==> src/rtl/core/sv39ptw_pkg.sv <==
`default_nettype none
// ----------------------------------------------------------------------------
// Sv39 page-table walker package
// Shared types and codes for the walker top level and its entry check unit.
// ----------------------------------------------------------------------------
package sv39ptw_pkg;

  localparam int EntryW = 64;
  localparam int PpnW   = 44;
  localparam int PaW    = 56;
  localparam int VpnW   = 27;

  typedef enum logic [2:0] {
    ST_OK           = 3'd0,
    ST_VA_BIG       = 3'd1,
    ST_MID_INVALID  = 3'd2,
    ST_LEAF_INVALID = 3'd3,
    ST_NOT_USER     = 3'd4,
    ST_OUTSIDE      = 3'd5,
    ST_WRITTEN      = 3'd6
  } status_t;

  typedef enum logic {
    KIND_WRITE     = 1'b0,
    KIND_TRANSLATE = 1'b1
  } kind_t;

  typedef enum logic {
    REG_ROOT_PAGE = 1'b0,
    REG_BASE_PPN  = 1'b1
  } cfg_reg_t;

  typedef enum logic [2:0] {
    S_CLEAR,
    S_IDLE,
    S_LVL2,
    S_LVL1,
    S_LVL0
  } state_t;

  typedef struct packed {
    kind_t              kind;
    logic [14:0]        entry_index;
    logic [EntryW-1:0]  entry_data;
    logic [63:0]        virt_addr;
  } in_t;

  typedef struct packed {
    status_t            status;
    logic [PaW-1:0]     phys_addr;
  } out_t;

  // Verdict of the entry check unit on one fetched entry.
  typedef struct packed {
    logic    finish;
    status_t code;
  } chk_t;

  localparam int PteV = 0;
  localparam int PteU = 4;

endpackage
`default_nettype wire

==> src/rtl/core/sv39ptw_check.sv <==
`default_nettype none
// ----------------------------------------------------------------------------
// Sv39 walker entry check unit
// Judges one fetched page-table entry and maps its PPN into the store window.
// ----------------------------------------------------------------------------
module sv39ptw_check #(
  parameter int TABLE_PAGES = 64
) (
  input  wire logic [sv39ptw_pkg::EntryW-1:0]  entry,
  input  wire logic                            leaf,
  input  wire logic [sv39ptw_pkg::PpnW-1:0]    base_ppn,
  output sv39ptw_pkg::chk_t                    verdict,
  output logic [((TABLE_PAGES > 1) ? $clog2(TABLE_PAGES) : 1)-1:0] slot,
  output logic [sv39ptw_pkg::PaW-1:0]          pa
);

  localparam int SlotW = (TABLE_PAGES > 1) ? $clog2(TABLE_PAGES) : 1;
  localparam int PpnW  = sv39ptw_pkg::PpnW;

  logic [PpnW-1:0] ppn;
  logic [PpnW:0]   diff;
  logic            outside;

  assign ppn = entry[PpnW+9:10];

  // The borrow out of the subtraction flags a PPN below the window base.
  assign diff    = {1'b0, ppn} - {1'b0, base_ppn};
  assign outside = diff[PpnW] || (diff[PpnW-1:0] >= PpnW'(TABLE_PAGES));
  assign slot    = diff[SlotW-1:0];
  assign pa      = {ppn, 12'd0};

  always_comb begin
    verdict.finish = 1'b1;
    verdict.code   = sv39ptw_pkg::ST_OK;
    if (leaf) begin
      if (!entry[sv39ptw_pkg::PteV]) begin
        verdict.code = sv39ptw_pkg::ST_LEAF_INVALID;
      end else if (!entry[sv39ptw_pkg::PteU]) begin
        verdict.code = sv39ptw_pkg::ST_NOT_USER;
      end
    end else begin
      if (!entry[sv39ptw_pkg::PteV]) begin
        verdict.code = sv39ptw_pkg::ST_MID_INVALID;
      end else if (outside) begin
        verdict.code = sv39ptw_pkg::ST_OUTSIDE;
      end else begin
        verdict.finish = 1'b0;
      end
    end
  end

endmodule
`default_nettype wire

==> config.mk <==
export PLATFORM = sky130hd
export DESIGN_NAME = sv39ptw_check
export DESIGN_NICKNAME = d
export VERILOG_FILES = /design/src/rtl/core/sv39ptw_pkg.sv /design/src/rtl/core/sv39ptw_check.sv
export SDC_FILE = /design/constraint.sdc
export NUM_CORES = 1
export LEC_CHECK = 0
export ABC_AREA = 1
export BUFFER_PORTS_ARGS = -buffer_cell sky130_fd_sc_hd__buf_2
export CAP_MARGIN = 25
export CORE_ASPECT_RATIO = 1.75
export CORE_MARGIN = 2
export CORE_UTILIZATION = 56
export DETAILED_ROUTE_END_ITERATION = 7
export MAX_ROUTING_LAYER = met4
export PLACE_DENSITY = 0.95
export REMOVE_ABC_BUFFERS = 1
export SLEW_MARGIN = 20
export SYNTH_ARGS = -nofsm -noshare
export SYNTH_HDL_FRONTEND = slang
export SYNTH_SLANG_ARGS = --single-unit
export TNS_END_PERCENT = 30
==> constraint.sdc <==
create_clock -name vclk -period 7.95
set_input_delay 1.1925 -clock vclk [all_inputs]
set_output_delay 1.1925 -clock vclk [all_outputs]
set_load 0.03 [all_outputs]
* After elaboration in Yosys (flattened, before gate mapping)
Index checks and enable logic that the tools add are counted.
** Storage, ports and cells
- Flip-flop bits (word level) :: 0
- Input bits :: 109
- Output and inout port bits :: 66
- Logic and storage cells :: 11
** Operators by class
- Add/subtract/negate cells :: 1
- Magnitude comparators :: 1
- Multiplexer cells :: 8
- Reductions and logical operators :: 1
** Operators with widths (count)
- $sub A44 B44 Y45 :: 1
- $ge A44 B7 Y1 const B :: 1
- $mux W3 :: 5
- $mux W1 :: 3
- $logic_or A1 B1 Y1 :: 1

* Logic depth before layout (Yosys ltp)
Gate-level depths: netlist (run 1).
- Depth after elaboration :: 6
- Mapped depth :: 23
- Mapped depth without buffers :: 23

* Worst setup path before layout (run 1)
Ideal clock, no wire load.
- Path kind :: input port to output port
- From :: in entry[10] (netlist bit)
- To :: out verdict[0] (netlist bit)
- Arrival time :: 3284 ps
- Data required time :: 6758 ps
- Path slack :: 3474 ps
- Cell stages on the path :: 16
- Buffers on the path :: 0
- Cell sequence :: inv_1 ha_1 inv_1 fa_1 xor2_1 nor2_1 nand2_1 nor3_1 nand2_1 nor2_1 nand3_1 nand4_1 nor2_2 nand2_1 nand2_1 nand2_1
** RTL lines
- start, declared :: line sv39ptw_check.sv:9 : input wire logic [sv39ptw_pkg::EntryW-1:0] entry,
- end, declared :: line sv39ptw_check.sv:12 : output sv39ptw_pkg::chk_t verdict,

==> out/results.tsv, run 1 <==
stage	metric	value	unit
critical_path	arrival	3.83	ns
critical_path	cp-end-kind	output port	
critical_path	path_max_fanout	4	
outcome	status	finished, final reports clean	
critical_path	crit_buf_inv	4	
layout	nets	1191	
timing	setup_violations	0	
global_routing	grt_pass1_wl	22300	µm
critical_path	crit_family	simple AND/OR/NAND/NOR gates	
floorplanning	die_area	0.00877	mm²
logic_synthesis	synth_area_leaders	nand2_1 30%, inv_1 18%, ha_1 12%	
timing	finalHoldViolCount	0	
global_routing	grt_max_degree	8	
layout	n_sequential_cell	0	
layout	drive_gt1_share	16.4	%
timing	setup_tns	0	ns
timing	fin_crit	5.02	ns
logic_synthesis	synth_top_cell_area_share	29.5	%
clocking	cts_resized	0	
drt	via_count	5629	
layout	num_antenna_cells	0	
global_routing	overflow	0	
critical_path	start_kind	input pin	
global_routing	grt_pass1_vias	5348	
drt	dr.pass1.iters	6	
critical_path	cp.required	6.76	ns
power	internal-power	0.126	mW
floorplanning	design.core.area	0.00786	mm²
floorplanning	core.rowCount	43	
timing	max_freq	0.199	GHz
layout	n_clock_buffer	0	
drt	via_per_inst	5.00	
power	powerDensity	78.9	mW/mm²
critical_path	critPathSlowestCell	fa_1	
critical_path	criticalPathCategory	input pin to output port	
timing	rsz0062_at_grt	no	
drt	route.detailed.drc	0	
place	portBuffers	145	
drt	drt_wl_total	14000	µm
critical_path	cp_slowest_stage_delay	0.46	ns
power	p_seq_share	0	%
layout	area_delta_synth_final	10.1	%
logic_synthesis	seq_area_frac_synth	0	%
power	clkPwrFrac	0	%
global_routing	grt_antenna_before_repair	0	
timing	fin_crit_sh	63.2	%
drt	dr.first_iter.drc_count	252	
place	place_ws	2.97	ns
logic_synthesis	netlist_area	0.00449	mm²
critical_path	crit_top_cell	nand2_1	
power	p_sw_share	67.6	%
logic_synthesis	netlist-cell-type-count	31	
power	switchingPower	0.264	mW
timing	slew_viol_final	0	
drt	ant_nets	0	
power	power_leakage	3.40	nW
floorplanning	fp.dieH	122	µm
timing	hold_ws	2.65	ns
layout	ff_latch_area	0	µm²
critical_path	crit_chain	buf_2 > inv_1 > ha_1 > inv_1 > fa_1 > nand3_1 > nand3_1 > nand3_1 > nand3_1 > nand2_1 > nand2_1 > xor2_1 > nor2_1 > nand2_1 > nor2_1 > nand2_1 > nor2_2 > nand2_1 > nand2_1 > nand2_1 > buf_2	
logic_synthesis	ys_warn_count	0	
logic_synthesis	yosys.area.top_type	nand2_1	
floorplanning	start_util	57.1	%
clocking	cts_setup_buffers	0	
logic_synthesis	syn_inst	936	
clocking	ctsHoldBuffers	0	
logic_synthesis	syn_area_per_cell	4.79	µm²
place	gp_congestion	1.00	
power	p_comb_share	100.0	%
place	dp_hpwl	12600	µm
min_path	hp-class	input pin to output port	
power	peakVddDrop	0.0606	mV
drt	wl_per_cell	12.4	µm
timing	fin_ws	2.93	ns
floorplanning	die_w	71.7	µm
global_routing	grt_use_total	32.6	%
run	drv_cap	0	
floorplanning	ios	175	
power groups by stage:
stage,Sequential [mW],Clock [mW],Combinational (mW)
after floorplan,0,0,0.248
after global placement,0,0,0.378
after detailed placement,0,0,0.382
after CTS,0,0,0.384
after global routing,0,0,0.434
final,0,0,0.390
kinds of logic (layout without fill, tap and decap cells):
kind of cell	after synthesis	count (layout)	share of synthesized area [%]
simple gates	546	546	50.5
buf+inv	273	361	27.6
compound gates	66	66	8.15
fa+ha+maj	45	45	12.7
xor+xnor	5	5	0.976
other cells	1	12	0.0836
final cells by class:
cell class / instances / area [µm²]
tap: 90 / 113
multi-input combinational: 674 / 3290
timing repair buffer: 145 / 726
fill: 828 / 2920
inverter: 216 / 811
metrics by stage:
step / utilization, % / power [mW] / instances / cell area, µm²
3_5_place_dp: 62.9 / 0.382 / 1125 / 4940
3_3_place_gp: 62.9 / 0.378 / 1125 / 4940
5_1_grt: 62.9 / 0.434 / 1125 / 4940
6_report: 62.9 / 0.390 / 1125 / 4940
4_1_cts: 62.9 / 0.384 / 1125 / 4940
2_1_floorplan: - / 0.248 / 890 / 4100
final timing paths:
check,cells after the start,endpoint,from
max,21,verdict[0],entry[10]
min,2,pa[12],entry[10]
metal layers:
layer  share of wire [%]  track usage, %
met5                   0               -
met1                  34            28.5
met2                  52            62.9
met3                 4.3            1.23
met4                 9.5            25.8
cells in the final DEF (no fill, tap or decap), drive strengths merged, types with 2 or more instances in the layout:
cell | synthesis | routed
xor2 | 3 | 3
ha | 44 | 44
nor2 | 96 | 96
nand3 | 58 | 58
conb | 1 | 12
o21bai | 9 | 9
buf | 57 | 145
a31oi | 3 | 3
and2 | 2 | 2
nand2 | 360 | 360
nor3 | 9 | 9
o21ai | 11 | 11
nand3b | 7 | 7
xnor2 | 2 | 2
inv | 215 | 215
a21oi | 41 | 41
nand4 | 12 | 12
cell usage after synthesis:
library cell  count
nor4_1            1
nor2_1           87
nand3_2           3
a21oi_2           1
xor2_1            3
and2_1            1
a31oi_1           3
ha_1             44
a21oi_1          40
and2_2            1
nand2_2           7
o21ai_0          11
or2_1             1
nand2_1         353
fa_1              1
clkinv_1          1
inv_1           213
a21boi_0          1
xnor2_1           2
inv_2             2
nor3_2            2
nand4_1          12
buf_2             1
nor2_2            9
o21bai_1          9
nand3_1          55
conb_1            1
nor3_1            7
o21a_1            1
buf_4            56
nand3b_1          7
Note: power is estimated with default switching activity, not from simulation.
==> run 2, diff against run 1 <==
--- a/config.mk
+++ b/config.mk
@@ -10,7 +10,7 @@
 export CAP_MARGIN = 25
 export CORE_ASPECT_RATIO = 1.75
 export CORE_MARGIN = 2
-export CORE_UTILIZATION = 56
+export CORE_UTILIZATION = 52
 export DETAILED_ROUTE_END_ITERATION = 7
 export MAX_ROUTING_LAYER = met4
 export PLACE_DENSITY = 0.95
==> constraint.sdc (replaced) <==
create_clock -name vclk -period 4.9
set_input_delay 0.735 -clock vclk [all_inputs]
set_output_delay 0.735 -clock vclk [all_outputs]
set_load 0.03 [all_outputs]
==> run 2 against run 1 <==
  * Core utilization is 3.1 points lower
  * Design area is 0.63% higher
  * Die area is 7.3% higher
  * Cell count is 2.2% higher
  * Total power is 62% higher
  * Wire length is 1.1% higher
  * First-iteration DRC count is 9.5% higher
  * Hold slack worse by 0.91 ns
  * Critical path type unchanged
  * Critical endpoint unchanged
==> out/results.tsv, run 2 (synthesis gave the netlist of run 1 again) <==
stage	metric	value	unit	change
outcome	status	finished, final reports clean		
global_routing	grt_pass1_vias	5339		-0.17%
power	internal-power	0.205	mW	+62%
timing	setup_tns	0	ns	unchanged
global_routing	overflow	0		unchanged
floorplanning	design.core.area	0.00831	mm²	+5.8%
floorplanning	ios	175		unchanged
power	p_comb_share	100.0	%	about the same
layout	nets	1191		unchanged
drt	via_count	5705		+1.4%
place	dp_hpwl	12800	µm	+1.8%
layout	n_clock_buffer	0		unchanged
drt	wl_per_cell	12.3	µm	-1.1%
drt	ant_nets	0		unchanged
critical_path	cp-end-kind	output port		
power	power_leakage	3.40	nW	unchanged
power	peakVddDrop	0.0829	mV	+37%
floorplanning	fp.dieH	127	µm	+3.7%
layout	n_sequential_cell	0		unchanged
min_path	min_to	pa[12]		
global_routing	grt_antenna_before_repair	0		unchanged
timing	setup_violations	0		unchanged
place	gp_congestion	1.06		+5.9%
drt	route.detailed.drc	0		unchanged
place	portBuffers	145		unchanged
clocking	ctsHoldBuffers	0		unchanged
critical_path	arrival	3.45	ns	-0.38 ns
timing	slew_viol_final	0		unchanged
floorplanning	die_area	0.00941	mm²	+7.3%
floorplanning	start_util	54.0	%	-3.1 points
layout	final_cell_area	0.00497	mm²	+0.63%
clocking	cts_setup_buffers	0		unchanged
critical_path	path_max_fanout	4		unchanged
floorplanning	core.rowCount	44		+2.3%
layout	final_cell_mix	353 x nand2_1, 213 x inv_1, 145 x buf_2, 87 x nor2_1, 55 x nand3_1		
floorplanning	die_w	74.2	µm	+3.6%
drt	dr.first_iter.drc_count	276		+9.5%
layout	ff_latch_area	0	µm²	unchanged
drt	dr.pass1.iters	5		-1
layout	drive_gt1_share	16.4	%	unchanged
min_path	hp-class	input pin to output port		
layout	area_delta_synth_final	10.8	%	
timing	finalHoldViolCount	0		unchanged
layout	mostFrequentLayoutCell	nand2_1		
power	powerDensity	127	mW/mm²	+61%
power	p_seq_share	0	%	unchanged
power	switchingPower	0.428	mW	+63%
critical_path	crit_buf_inv	4		unchanged
min_path	whs_path_depth	2		unchanged
layout	final_cells	1150		+2.2%
critical_path	crit_family	simple AND/OR/NAND/NOR gates		
run	drv_cap	0		unchanged
place	dp.cells	1150		+2.2%
critical_path	cp.required	4.16	ns	-2.60 ns
critical_path	criticalPathCategory	input pin to output port		
global_routing	grt_use_total	30.7	%	-1.9 points
critical_path	critPathSlowestCell	fa_1		
timing	rsz0062_at_grt	no		
critical_path	cp_slowest_stage_delay	0.47	ns	about the same
min_path	holdCritStartpoint	entry[10]		
layout	num_antenna_cells	0		unchanged
critical_path	crit_chain	buf_2 > inv_1 > ha_1 > inv_1 > fa_1 > nand3_1 > nand3_1 > nand3_1 > nand3_1 > nand2_1 > nand2_1 > nand2_1 > nand2_1 > nand2_1 > nand2_1 > nor2_1 > nand2_1 > nor3_2 > nand2_1 > nand2_1 > nand2_1 > buf_2		
critical_path	start_kind	input pin		
timing	fin_crit_sh	85.5	%	
place	place_area	0.00497	mm²	+0.63%
timing	max_freq	0.239	GHz	
clocking	cts_resized	0		unchanged
critical_path	crit_top_cell	nand2_1		
timing	fin_crit	4.19	ns	
drt	drt_wl_total	14200	µm	+1.1%
power	p_sw_share	67.7	%	about the same
drt	via_per_inst	4.96		-0.85%
global_routing	grt_pass1_wl	22500	µm	+0.62%
global_routing	grt_max_degree	8		unchanged
power	clkPwrFrac	0	%	unchanged
[run 2: cell counts in the layout (fill, tap and decap cells not counted)]
No cell type changed its count.
[run 2: per-layer routing]
layer,GRT usage [%],part of all wire (%)
met1,28.2,34
met2,58.1,53
met3,0.794,3.6
met4,21.1,8.9
met5,-,0
[run 2: per-stage QoR]
stage	util (%)	hold slack (ns)	power, mW	setup WS, ns
3_5_place_dp	59.8	1.74	0.624	0.761
3_3_place_gp	59.8	1.74	0.616	0.813
6_report	59.8	1.74	0.633	0.712
2_1_floorplan	-	1.47	0.402	1.34
5_1_grt	59.8	1.74	0.705	0.468
4_1_cts	59.8	1.74	0.626	0.750
[run 2: how the worst max path moves through the flow]
stage,from,to,slack [ns],depth (start not counted)
floorplan,entry[10],verdict[0],1.34,16
global placement,entry[10],verdict[2],0.81,22
detailed placement,entry[10],verdict[0],0.76,22
CTS,entry[10],verdict[0],0.75,22
global route,entry[10],verdict[0],0.47,22
finish,entry[10],verdict[0],0.71,22
[run 2: area by class of cell]
type	count	area (µm²)
Fill cell	930	3340
Tap cell	115	144
Timing Repair Buffer	145	726
Multi-Input combinational cell	674	3290
Inverter	216	811
[run 2: power by group through the flow]
stage | clock network (mW) | registers [mW] | logic, mW
2_1_floorplan | 0 | 0 | 0.402
3_3_place_gp | 0 | 0 | 0.616
3_5_place_dp | 0 | 0 | 0.624
4_1_cts | 0 | 0 | 0.626
5_1_grt | 0 | 0 | 0.705
6_report | 0 | 0 | 0.633
